--- src/design/piaw_pkg.sv ---
package piaw_pkg;

  // Output limit of the clamp, in integer units
  localparam int unsigned OutputMax = 4095;
  localparam int unsigned ControlW  = 12;
  // Clamp limit in Q16.16
  localparam logic [31:0] UsatMax   = 32'(OutputMax * 65536);
  // Code that the control field shows at the upper limit
  localparam logic [ControlW-1:0] ControlAtMax = ControlW'(OutputMax);
  // Back-calculation gain 0.1 in Q0.16
  localparam logic [13:0] AwGain    = 14'd6554;

  // Configuration port
  localparam int unsigned CfgIdxW  = 3;
  localparam int unsigned CfgDataW = 32;

  typedef enum logic [CfgIdxW-1:0] {
    REG_KP         = 3'd0,
    REG_KI         = 3'd1,
    REG_BETA       = 3'd2,
    REG_PERIOD     = 3'd3,
    REG_TARGET     = 3'd4,
    REG_USE_TARGET = 3'd5
  } cfg_reg_e;

  // Sequencer states
  typedef enum logic [3:0] {
    ST_IDLE,
    ST_MUL_WT,
    ST_MUL_P,
    ST_MUL_E,
    ST_MUL_HI,
    ST_MUL_LO,
    ST_MUL_AWHI,
    ST_MUL_AWLO,
    ST_AW_SUM,
    ST_COMMIT
  } st_e;

  // Operand pair of the shared multiplier
  typedef enum logic [2:0] {
    MS_NONE,
    MS_WT,
    MS_P,
    MS_E,
    MS_HI,
    MS_LO,
    MS_AWHI,
    MS_AWLO
  } mul_sel_e;

  typedef struct packed {
    logic     load;
    logic     clear;
    mul_sel_e mul_sel;
    logic     aw_sum;
    logic     commit;
  } cmd_t;

endpackage

--- src/design/piaw_ctrl.sv ---
module piaw_ctrl (
  input  logic           clk_i,
  input  logic           rst_ni,
  input  logic           in_valid_i,
  input  logic           in_action_i,
  input  logic           out_ready_i,
  output logic           in_ready_o,
  output logic           out_valid_o,
  output piaw_pkg::cmd_t cmd_o
);
  import piaw_pkg::*;

  st_e  state_q, state_d;
  logic out_valid_q, out_valid_d;
  logic out_free;

  // Result register can take a new result this cycle
  assign out_free = !out_valid_q || out_ready_i;

  // Next state
  always_comb begin
    state_d = state_q;
    unique case (state_q)
      ST_IDLE: begin
        if (in_valid_i && !in_action_i) state_d = ST_MUL_WT;
      end
      ST_MUL_WT:   state_d = ST_MUL_P;
      ST_MUL_P:    state_d = ST_MUL_E;
      ST_MUL_E:    state_d = ST_MUL_HI;
      ST_MUL_HI:   state_d = ST_MUL_LO;
      ST_MUL_LO:   state_d = ST_MUL_AWHI;
      ST_MUL_AWHI: state_d = ST_MUL_AWLO;
      ST_MUL_AWLO: state_d = ST_AW_SUM;
      ST_AW_SUM:   state_d = ST_COMMIT;
      ST_COMMIT: begin
        if (out_free) state_d = ST_IDLE;
      end
      default:     state_d = ST_IDLE;
    endcase
  end

  // Commands to the datapath
  always_comb begin
    cmd_o      = '0;
    in_ready_o = 1'b0;
    unique case (state_q)
      ST_IDLE: begin
        in_ready_o    = 1'b1;
        cmd_o.load    = in_valid_i && !in_action_i;
        cmd_o.clear   = in_valid_i && in_action_i;
      end
      ST_MUL_WT:   cmd_o.mul_sel = MS_WT;
      ST_MUL_P:    cmd_o.mul_sel = MS_P;
      ST_MUL_E:    cmd_o.mul_sel = MS_E;
      ST_MUL_HI:   cmd_o.mul_sel = MS_HI;
      ST_MUL_LO:   cmd_o.mul_sel = MS_LO;
      ST_MUL_AWHI: cmd_o.mul_sel = MS_AWHI;
      ST_MUL_AWLO: cmd_o.mul_sel = MS_AWLO;
      ST_AW_SUM:   cmd_o.aw_sum  = 1'b1;
      ST_COMMIT:   cmd_o.commit  = out_free;
      default:     cmd_o         = '0;
    endcase
  end

  // Result valid: set on commit, drop once taken
  always_comb begin
    if (cmd_o.commit) begin
      out_valid_d = 1'b1;
    end else if (out_ready_i) begin
      out_valid_d = 1'b0;
    end else begin
      out_valid_d = out_valid_q;
    end
  end

  always_ff @(posedge clk_i or negedge rst_ni) begin
    if (!rst_ni) begin
      state_q     <= ST_IDLE;
      out_valid_q <= 1'b0;
    end else begin
      state_q     <= state_d;
      out_valid_q <= out_valid_d;
    end
  end

  assign out_valid_o = out_valid_q;

endmodule

--- config.mk ---
export PLATFORM = sky130hd
export DESIGN_NAME = piaw_ctrl
export DESIGN_NICKNAME = d
export VERILOG_FILES = /design/src/design/piaw_pkg.sv /design/src/design/piaw_ctrl.sv
export SDC_FILE = /design/constraint.sdc
export NUM_CORES = 1
export LEC_CHECK = 0
export ABC_AREA = 1
export BUFFER_PORTS_ARGS = -buffer_cell sky130_fd_sc_hd__buf_2
export CELL_PAD_IN_SITES_DETAIL_PLACEMENT = 1
export CELL_PAD_IN_SITES_GLOBAL_PLACEMENT = 2
export CORE_MARGIN = 4
export CORE_UTILIZATION = 22
export CTS_CLUSTER_DIAMETER = 50
export DETAILED_ROUTE_END_ITERATION = 10
export PLACE_DENSITY_LB_ADDON = 0.1
export REMOVE_ABC_BUFFERS = 1
export SLEW_MARGIN = 10
export SYNTH_ARGS = -nofsm -noshare
export SYNTH_HDL_FRONTEND = slang
export SYNTH_SLANG_ARGS = --single-unit
--- constraint.sdc ---
create_clock -name clk_i -period 1 [get_ports clk_i]
set_input_delay 0 -clock clk_i [delete_from_list [all_inputs] [get_ports clk_i]]
set_output_delay 0 -clock clk_i [all_outputs]
set_load 0.01 [all_outputs]
==> results.sh, run 1 <==
export IMPL_route_vias_total=379
export IMPL_crit_type="flip-flop to output port"
export IMPL_grt_total_usage=0.102
export IMPL_sequential_area_share_after_synthesis=0.377
export IMPL_critical_path_arrival_ps=1140
export IMPL_fillers=175
export IMPL_tritoncts_num_buffers=3
export IMPL_fin_skew_ps=3.70
export IMPL_seqCellArea_sq_um=130
export IMPL_critPathRequiredTime_ps=1000
export IMPL_worst_setup_hold_path_clk_slew_ps=50
export IMPL_initial_utilization=0.243
export IMPL_timing_final_hold_violations=0
export IMPL_seq_power_share=0.227
export IMPL_htree_num_levels=1
export IMPL_synth_area_per_cell_sq_um=7.21
export IMPL_total_switching_power_uw=886
export IMPL_grt_max_degree=6
export IMPL_power_static_leakage_uw=0.000352
export IMPL_detail_route_iter0_violations=0
export IMPL_layout_commonest_cell="buf_2"
export IMPL_drt_first_pass_iters=1
export IMPL_wire_per_inst_um=10.5
export IMPL_placer_congestion=0.688
export IMPL_synthXorXnorAreaFrac=0
export IMPL_total_die_area_sq_um=2190
export IMPL_timing_final_setup_violations=12
export IMPL_cts_tree="done"
export IMPL_diodes=0
export IMPL_dpl_cell_area_sq_um=423
export IMPL_placement_rows=13
export IMPL_die_height_um=46.8
export IMPL_netlist_cell_type_count=16
export IMPL_cts_path_max_buffers=2
export IMPL_numPortBuffers=13
export IMPL_worst_setup_ep_type="output port"
export IMPL_ys_ff_latch=5
export IMPL_post_synth_top_area_fraction=0.377
export IMPL_vias_per_cell=4.12
export IMPL_stdcell_count=92
export IMPL_routed_wl_um=962
export IMPL_synth_top_family_by_area="simple AND/OR/NAND/NOR gates"
export IMPL_route_antenna_remaining_nets=0
export IMPL_setup_slack_ps=-142
export IMPL_pwr_share_clk=0.110
export IMPL_crit_chain="nor2_4 -> nand2_2 -> nor2_1 -> buf_2"
export IMPL_violations_in_the_final_reports="negative setup slack"
export IMPL_share_comb_of_total_power=0.663
export IMPL_grt_setup_unrepaired="true"
export IMPL_hpwl_um=723
export IMPL_synth_area_sq_um=332
export IMPL_worst_path_largest_cell_delay_ps=440
export IMPL_synth_compound_area_frac=0.0679
export IMPL_crit_path_top_delay_cell="dfrtp_2"
export IMPL_post_synth_top_area_cell="dfrtp_1"
export IMPL_internal_power_uw=1200
export IMPL_final_area_sq_um=634
export IMPL_drcViolationCount=0
export IMPL_fp_coreArea_sq_um=1370
export IMPL_switching_share=0.425
export IMPL_hold_path_class="input pin to flip-flop"
export IMPL_fin_crit_sh=1.14
export IMPL_global_route_wire_length_before_repair_um=1520
export IMPL_irDropWorstVdd_uv=968
export IMPL_netlist_instances=46
export IMPL_clk_latency_ps=230
export IMPL_top_ports=14
export IMPL_layout_common_cells="buf_2 (12), buf_4 (8), inv_1 (7), nor2_1 (6), buf_6 (6)"
export IMPL_startpoint_type="flip-flop"
export IMPL_post_synth_fa_ha_maj_area_fraction=0
export IMPL_root_driver="clkbuf_4"
export IMPL_numPlacedInstances=75
export IMPL_timing_slew_headroom=0.838
export IMPL_powerDensity_nw_per_um2=3290
export IMPL_clock_sinks=5
export IMPL_muxShareOfSynthArea=0
export IMPL_chipWidth_um=46.8
export IMPL_synth_top_cells_by_area="dfrtp_1 (38%), nand2_1 (12%), inv_1 (10%)"
export IMPL_cp_max_fo=4
export IMPL_ys_warn_count=0
export IMPL_synthSimpleGateAreaFrac=0.404
export IMPL_worstMarginPinSlew_ps=243
export IMPL_timing_fmax_mhz=876
export IMPL_final_max_slew_viol_count=0
export IMPL_cap_viol_max_count=0
export IMPL_number_of_global_route_vias_before_repair=372
export IMPL_fin_util=0.464
export IMPL_number_of_antenna_violations_at_the_first_check_in_global_routing=0
export IMPL_multi_input_comb_area_sq_um=204
export IMPL_run_status="finished with violations"
export IMPL_finalCriticalPeriod_ps=1140
export IMPL_globalRouteOverflowTotal=0
export IMPL_layout_nets=83
export IMPL_fraction_of_layout_cells_with_a_size_suffix_above_1=0.675
export IMPL_areaGrowthSynthToFinish_pct=91.3
==> synthesized netlist by cell type (all sizes together) <==
cell type	instances
inv	9
dfrtp	5
nand2	12
o211ai	1
nor3	1
nor2	9
o21ai	2
clkinv	2
nand3	4
buf	1
==> worst paths after layout <==
check                                        start                      end  slack (ps)  depth (start not counted)
max                         state_q[1]$_DFFE_PN0P_                 cmd_o[5]        -140                          4
min in group asynchronous                   rst_ni   state_q[3]$_DFFE_PN0P_         120                          2
min reg2reg                out_valid_o$_DFFE_PN0P_  out_valid_o$_DFFE_PN0P_         540                          2
min                                    out_ready_i   state_q[0]$_DFFE_PN0P_          80                          4
max reg2reg                 state_q[1]$_DFFE_PN0P_   state_q[3]$_DFFE_PN0P_         -60                          5
max in group asynchronous                   rst_ni   state_q[2]$_DFFE_PN0P_         730                          2
==> kinds of logic after synthesis <==
family                 Yosys count
AO/OA/AOI/OAI                    3
buffers and inverters           12
flip-flops                       5
AND/OR/NAND/NOR                 26
==> metal layers <==
metal	track usage	vias to the layer above	share of wire
met5	0	-	0
met4	0.0497	0	0.018
met3	0.0230	2	0.042
met2	0.165	7	0.50
met1	0.127	172	0.44
li1	-	198	-
==> power by group through the flow <==
stage / clock network [uW] / logic, uW / registers (uW)
2_1_floorplan: 0 / 480 / 407
3_3_place_gp: 0 / 765 / 430
3_5_place_dp: 0 / 762 / 429
4_1_cts: 238 / 1140 / 476
5_1_grt: 254 / 1520 / 487
6_report: 228 / 1380 / 474
==> cell type report <==
cell class              instances  area share
multi-input cells              29       0.321
repair buffers                 28       0.327
inverters                      11      0.0750
flip-flops and latches          5       0.205
clock buffers                   4      0.0414
well taps                      15      0.0296
==> through the flow <==
stage | power, uW | hold slack (ps) | setup WS, ps | setup TNS (ps)
floorplan | 888 | -296 | 63.0 | 0
global placement | 1190 | -179 | -34.3 | -73.7
detailed placement | 1190 | -177 | -25.0 | -49.9
CTS | 1850 | 84.4 | -150 | -819
global route | 2260 | 120 | -214 | -1610
finish | 2090 | 81.7 | -142 | -902
==> timing repair <==
action,4_1_cts,5_1_grt
setup buffers,8,3
endpoints found under the hold margin,6,0
gates cloned,0,0
hold buffers,2,0
gates resized for setup,18,10
setup endpoints to repair,8,12
pin swaps,8,6
==> critical path: cells and delay by family, from the launching register on <==
kind	cells	cell delay (ps)
buf+inv	1	130
simple gates	3	340
flops	1	440
==> registers in the layout, indices dropped and copies added, names as in the netlist <==
signal and cells:
out_valid_o 1, state_q 4
Power figures use the tool's default switching activity.
==> run 2: changes to the inputs <==
- ABC_AREA: 1 -> unset
- CORE_UTILIZATION: 22 -> 23
==> run 2 against run 1 <==
Against the previous run:
- combinational power barely moved
- register-to-register slack got worse by 160 ps
- utilization rose by 1.6 points
- hold slack improved by 23 ps
- via count fell by 10%
- synthesized cell count fell by 24%
- global-route usage rose by 1.1 points
- the run still ends with negative setup slack left
- wire length rose by 14%
- total power fell by 0.86%
- non-clock buffer count rose by 2
- first-iteration DRC count rose by 6
==> results.sh, run 2 <==
export IMPL_numPlacedInstances=65
export IMPL_vias_per_cell=4.25
export IMPL_fp_coreArea_sq_um=1280
export IMPL_wirelength_met1_um=440
export IMPL_highest_signal_layer="met3"
export IMPL_crit_chain="nor4_4 -> and3_1 -> buf_2"
export IMPL_cp_top_family="simple AND/OR/NAND/NOR gates"
export IMPL_final_area_sq_um=617
export IMPL_post_synth_top_area_fraction=0.400
export IMPL_startpoint_type="flip-flop"
export IMPL_route_antenna_remaining_nets=0
export IMPL_clk_latency_ps=250
export IMPL_htree_num_levels=1
export IMPL_grt_total_usage=0.113
export IMPL_worst_setup_ep_type="output port"
export IMPL_worst_setup_hold_path_clk_slew_ps=50
export IMPL_regMostFlops="state_q"
export IMPL_grt_max_degree=7
export IMPL_route_vias_total=340
export IMPL_die_height_um=44.9
export IMPL_ys_async_sr_fraction=1.00
export IMPL_fin_crit_sh=1.27
export IMPL_critical_path_arrival_ps=1270
export IMPL_dr_wl_met3_um=65
export IMPL_global_route_wire_length_before_repair_um=1570
export IMPL_sequential_area_share_after_synthesis=0.400
export IMPL_seq_power_share=0.207
export IMPL_multi_input_comb_area_sq_um=211
export IMPL_ys_top_cells_by_count="nand2_1 (6), nor2_1 (6), dfrtp_1 (5)"
export IMPL_ys_ff_latch=5
export IMPL_met2_length_um=590
export IMPL_drt_first_pass_iters=2
export IMPL_timing_final_hold_violations=0
export IMPL_irDropWorstVdd_uv=1200
export IMPL_internal_power_uw=1270
export IMPL_routed_wl_um=1100
export IMPL_fraction_of_layout_cells_with_a_size_suffix_above_1=0.708
export IMPL_cp_max_fo=3
export IMPL_worst_path_largest_cell_delay_ps=420
export IMPL_root_driver="clkbuf_4"
export IMPL_diodes=0
export IMPL_numPortBuffers=13
export IMPL_initial_utilization=0.243
export IMPL_switching_share=0.384
export IMPL_ys_warn_count=0
export IMPL_hold_path_class="input pin to flip-flop"
export IMPL_path_buf_inv=1
export IMPL_dpl_cell_area_sq_um=413
export IMPL_globalRouteOverflowTotal=0
export IMPL_grt_setup_unrepaired="true"
export IMPL_crit_type="flip-flop to output port"
export IMPL_power_static_leakage_uw=0.000319
export IMPL_number_of_global_route_vias_before_repair=360
export IMPL_synth_area_per_cell_sq_um=8.94
export IMPL_areaGrowthSynthToFinish_pct=97.2
export IMPL_number_of_enable_type_register_cells_in_the_synthesized_netlist=0
export IMPL_synth_area_sq_um=313
export IMPL_number_of_antenna_violations_at_the_first_check_in_global_routing=0
export IMPL_fin_skew_ps=7.74
export IMPL_netlist_cell_type_count=17
export IMPL_power_total_uw=2070
export IMPL_worstMarginPinSlew_ps=236
export IMPL_clock_sinks=5
export IMPL_critPathRequiredTime_ps=1000
export IMPL_finalCriticalPeriod_ps=1270
export IMPL_cts_tree="done"
export IMPL_share_comb_of_total_power=0.675
export IMPL_timing_slew_headroom=0.841
export IMPL_timing_final_setup_violations=13
export IMPL_netlist_instances=35
export IMPL_drcViolationCount=0
export IMPL_violations_in_the_final_reports="negative setup slack"
export IMPL_chipWidth_um=44.9
export IMPL_final_max_slew_viol_count=0
export IMPL_pwr_share_clk=0.118
export IMPL_detail_route_iter0_violations=6
export IMPL_cts_path_max_buffers=2
export IMPL_powerDensity_nw_per_um2=3350
export IMPL_total_switching_power_uw=794
export IMPL_synth_top_cells_by_area="dfrtp_1 (40%), nand2_1 (7.2%), nor2_1 (7.2%)"
export IMPL_cap_viol_max_count=0
export IMPL_stdcell_count=80
export IMPL_tritoncts_num_buffers=3
export IMPL_layout_nets=71
export IMPL_largest_register_ffs=4
export IMPL_setup_slack_ps=-274
export IMPL_layout_common_cells="buf_2 (11), buf_4 (10), buf_6 (8), nor2_1 (4), dfrtp_2 (4)"
export IMPL_layout_commonest_cell="buf_2"
export IMPL_timing_fmax_mhz=785
export IMPL_hpwl_um=656
export IMPL_total_die_area_sq_um=2010
export IMPL_top_ports=14
export IMPL_post_synth_top_area_cell="dfrtp_1"
export IMPL_placement_rows=13
export IMPL_placer_congestion=0.744
export IMPL_crit_path_top_delay_cell="dfrtp_2"
export IMPL_ys_dominant_reg_cell="dfrtp_1"
export IMPL_fillers=164
export IMPL_run_status="finished with violations"
export IMPL_wire_per_inst_um=13.7
export IMPL_seqCellArea_sq_um=130
-- run 2: layout make-up --
| class | count | area share |
|---|---|---|
| clock buffers | 4 | 0.0426 |
| flip-flops and latches | 5 | 0.211 |
| repair buffers | 30 | 0.373 |
| well taps | 15 | 0.0304 |
| multi-input cells | 26 | 0.343 |
-- run 2: through the flow --
stage                     hold WS (ps)   util  setup TNS, ps  worst slack (ps)
after floorplan                   -296      -           -158             -68.5
after global placement            -184  0.321           -144             -38.5
after detailed placement          -179  0.321           -171             -62.1
after CTS                         53.0  0.396          -1790              -273
after global routing               138  0.480          -3500              -405
final                              105  0.480          -2710              -274
-- run 2: path summary, 6_finish.rpt --
| path | startpoint | end | slack (ps) | cells after the start |
|---|---|---|---|---|
| max | state_q[0]$_DFFE_PN0P_ | cmd_o[5] | -270 | 3 |
| min | out_ready_i | out_valid_o$_DFFE_PN0P_ | 100 | 3 |
| max reg2reg | state_q[0]$_DFFE_PN0P_ | state_q[1]$_DFFE_PN0P_ | -220 | 6 |
| min reg2reg | out_valid_o$_DFFE_PN0P_ | out_valid_o$_DFFE_PN0P_ | 580 | 2 |
| max in group asynchronous | rst_ni | state_q[2]$_DFFE_PN0P_ | 710 | 2 |
| min in group asynchronous | rst_ni | state_q[0]$_DFFE_PN0P_ | 130 | 2 |
-- run 2: cells by family (layout without fill, tap and decap cells) --
family | Yosys count | after routing | share of synthesized area
XOR/XNOR | 2 | 2 | 0.0560
flip-flops | 5 | 5 | 0.400
buffers and inverters | 4 | 34 | 0.0920
AO/OA/AOI/OAI | 4 | 4 | 0.0960
AND/OR/NAND/NOR | 20 | 20 | 0.356
-- run 2: what timing repair did --
action                                  in CTS  in global routing
resized for setup                            8                 17
pin swaps                                    4                  5
hold buffers                                 1                  0
gates cloned                                 0                  0
buffers inserted                             5                  5
endpoints found under the hold margin        5                  0
endpoints found under the setup margin      11                 13
-- run 2: tightest hold or removal path: cells and delay by family --
kind	cells	cell delay (ps)
and+or+nand+nor	2	230
buffers and inverters	1	70
-- run 2: layer usage --
metal	vias up	global-route usage
li1	173	-
met1	159	0.119
met2	8	0.192
met3	0	0.0398
met4	0	0.0702
met5	-	0
-- run 2: power groups by stage --
stage	clock network (uW)	registers, uW	logic [uW]
finish	244	428	1400
global route	264	441	1510
CTS	246	426	996
detailed placement	0	447	757
global placement	0	435	755
floorplan	0	447	365
==> run 3: changes to the inputs <==
- CORE_AREA: unset -> 4 4 41 43
- CORE_MARGIN: 4 -> unset
- CORE_UTILIZATION: 23 -> unset
- CTS_BUF_LIST: unset -> sky130_fd_sc_hd__clkbuf_4 sky130_fd_sc_hd__clkbuf_8
- CTS_CLUSTER_SIZE: unset -> 10
- DIE_AREA: unset -> 0 0 45 47
==> run 3 against run 2 <==
Against the previous run:
- the run still ends with negative setup slack left
- combinational power decreased by 36%
- critical path depth unchanged
- fmax increased by 1.4%
- utilization decreased by 9.1 points
- die area increased by 5.0%
- hold slack got worse by 70 ps
==> results.sh, run 3 (synthesized netlist as in run 2, its figures left out) <==
export IMPL_run_status="finished with violations"
export IMPL_violations_in_the_final_reports="negative setup slack"
export IMPL_placer_congestion=0.679
export IMPL_top_ports=14
export IMPL_crit_chain="nor4_4 -> and3_1 -> buf_2"
export IMPL_worstMarginPinSlew_ps=225
export IMPL_clk_latency_ps=230
export IMPL_grt_setup_unrepaired="true"
export IMPL_timing_final_hold_violations=0
export IMPL_globalRouteOverflowTotal=0
export IMPL_grt_max_degree=8
export IMPL_fillers=169
export IMPL_seq_power_share=0.283
export IMPL_irDropWorstVdd_uv=1180
export IMPL_number_of_global_route_vias_before_repair=295
export IMPL_wire_per_inst_um=11.0
export IMPL_total_switching_power_uw=606
export IMPL_numPlacedInstances=66
export IMPL_die_height_um=47
export IMPL_timing_final_setup_violations=11
export IMPL_cap_viol_max_count=0
export IMPL_critPathRequiredTime_ps=1000
export IMPL_cts_tree="done"
export IMPL_hpwl_um=632
export IMPL_timing_fmax_mhz=796
export IMPL_setup_slack_ps=-257
export IMPL_worst_setup_ep_type="output port"
export IMPL_clock_sinks=5
export IMPL_areaGrowthSynthToFinish_pct=62.0
export IMPL_timing_slew_headroom=0.849
export IMPL_cts_path_max_buffers=2
export IMPL_regMostFlops="state_q"
export IMPL_fraction_of_layout_cells_with_a_size_suffix_above_1=0.593
export IMPL_numPortBuffers=13
export IMPL_dpl_cell_area_sq_um=420
export IMPL_path_buf_inv=1
export IMPL_pwr_share_clk=0.157
export IMPL_drt_first_pass_iters=3
export IMPL_grt_total_usage=0.0762
export IMPL_dp_worst_setup_slack_ps=-84.8
export IMPL_largest_register_ffs=4
export IMPL_crit_type="flip-flop to output port"
export IMPL_layout_common_cells="buf_2 (13), buf_4 (9), nor2_1 (6), nand2_1 (5)"
export IMPL_reg2reg_slack_ps=-90
export IMPL_route_vias_total=316
export IMPL_number_of_antenna_violations_at_the_first_check_in_global_routing=0
export IMPL_cp_max_fo=3
export IMPL_powerDensity_nw_per_um2=3180
export IMPL_switching_share=0.376
export IMPL_global_route_wire_length_before_repair_um=1200
export IMPL_vias_per_cell=4.27
export IMPL_hold_path_class="input pin to flip-flop"
export IMPL_fin_util=0.389
export IMPL_startpoint_type="flip-flop"
export IMPL_worst_setup_hold_path_clk_slew_ps=40
export IMPL_diodes=0
export IMPL_routed_wl_um=816
export IMPL_power_static_leakage_uw=0.000268
export IMPL_root_driver="clkbuf_4"
export IMPL_fin_crit_sh=1.26
export IMPL_worst_path_largest_cell_delay_ps=420
export IMPL_tritoncts_num_buffers=3
export IMPL_initial_utilization=0.240
export IMPL_fin_skew_ps=0.353
export IMPL_route_antenna_remaining_nets=0
export IMPL_fp_coreArea_sq_um=1300
export IMPL_layout_commonest_cell="buf_2"
export IMPL_crit_path_top_delay_cell="dfrtp_2"
export IMPL_placement_rows=13
export IMPL_critical_path_arrival_ps=1260
export IMPL_htree_num_levels=1
export IMPL_cp_top_family="simple AND/OR/NAND/NOR gates"
export IMPL_chipWidth_um=45
export IMPL_drcViolationCount=0
export IMPL_final_max_slew_viol_count=0
export IMPL_share_comb_of_total_power=0.560
export IMPL_layout_nets=65
export IMPL_detail_route_iter0_violations=2
export IMPL_final_area_sq_um=507
export IMPL_internal_power_uw=1010
export IMPL_total_die_area_sq_um=2120
export IMPL_stdcell_count=74
export IMPL_finalCriticalPeriod_ps=1260
-- run 3: worst paths after layout --
| kind | start | endpoint | cells after the start |
|---|---|---|---|
| worst min register to register | out_valid_o$_DFFE_PN0P_ | out_valid_o$_DFFE_PN0P_ | 2 |
| worst max-delay path | state_q[3]$_DFFE_PN0P_ | cmd_o[5] | 3 |
| max in group asynchronous | rst_ni | state_q[2]$_DFFE_PN0P_ | 2 |
| worst max register to register | state_q[3]$_DFFE_PN0P_ | state_q[3]$_DFFE_PN0P_ | 3 |
| worst min-delay path | out_ready_i | out_valid_o$_DFFE_PN0P_ | 3 |
| min in group asynchronous | rst_ni | out_valid_o$_DFFE_PN0P_ | 2 |
-- run 3: layout make-up --
type,instances,area [sq um],share of cell area
clock buffer,4,30.0,0.0593
sequential,5,130,0.257
tap,15,18.8,0.0370
timing repair buffer,24,154,0.304
multi-input combinational,26,174,0.343
-- run 3: layer usage --
layer | GRT usage | vias to the layer above | part of all wire
met2 | 0.133 | 10 | 0.47
met5 | 0 | - | 0
met1 | 0.0922 | 142 | 0.47
met4 | 0.0351 | 0 | 0
met3 | 0.0115 | 0 | 0.063
li1 | - | 164 | -
-- run 3: power by group through the flow --
stage	Combinational (uW)	Clock [uW]	Sequential, uW
2_1_floorplan	365	0	447
3_3_place_gp	745	0	460
3_5_place_dp	746	0	466
4_1_cts	898	263	454
5_1_grt	999	274	472
6_report	903	253	456
-- run 3: what timing repair did --
item	CTS	global route
hold buffers	1	0
pin swaps	4	2
setup endpoints to repair	12	12
buffers inserted	3	1
hold endpoints to repair	5	0
gates resized for setup	7	2
-- run 3: worst min-delay path, delay by kind of cell --
family                 cells  cell delay [ps]
buffers and inverters      1               70
and+or+nand+nor            2              160
-- run 3: per-stage QoR --
step	setup TNS (ps)	hold WS, ps	total power, uW
2_1_floorplan	-158	-296	812
3_3_place_gp	-324	-183	1200
3_5_place_dp	-287	-181	1210
4_1_cts	-1590	36.5	1610
5_1_grt	-2080	87.8	1740
6_report	-1450	35.0	1610
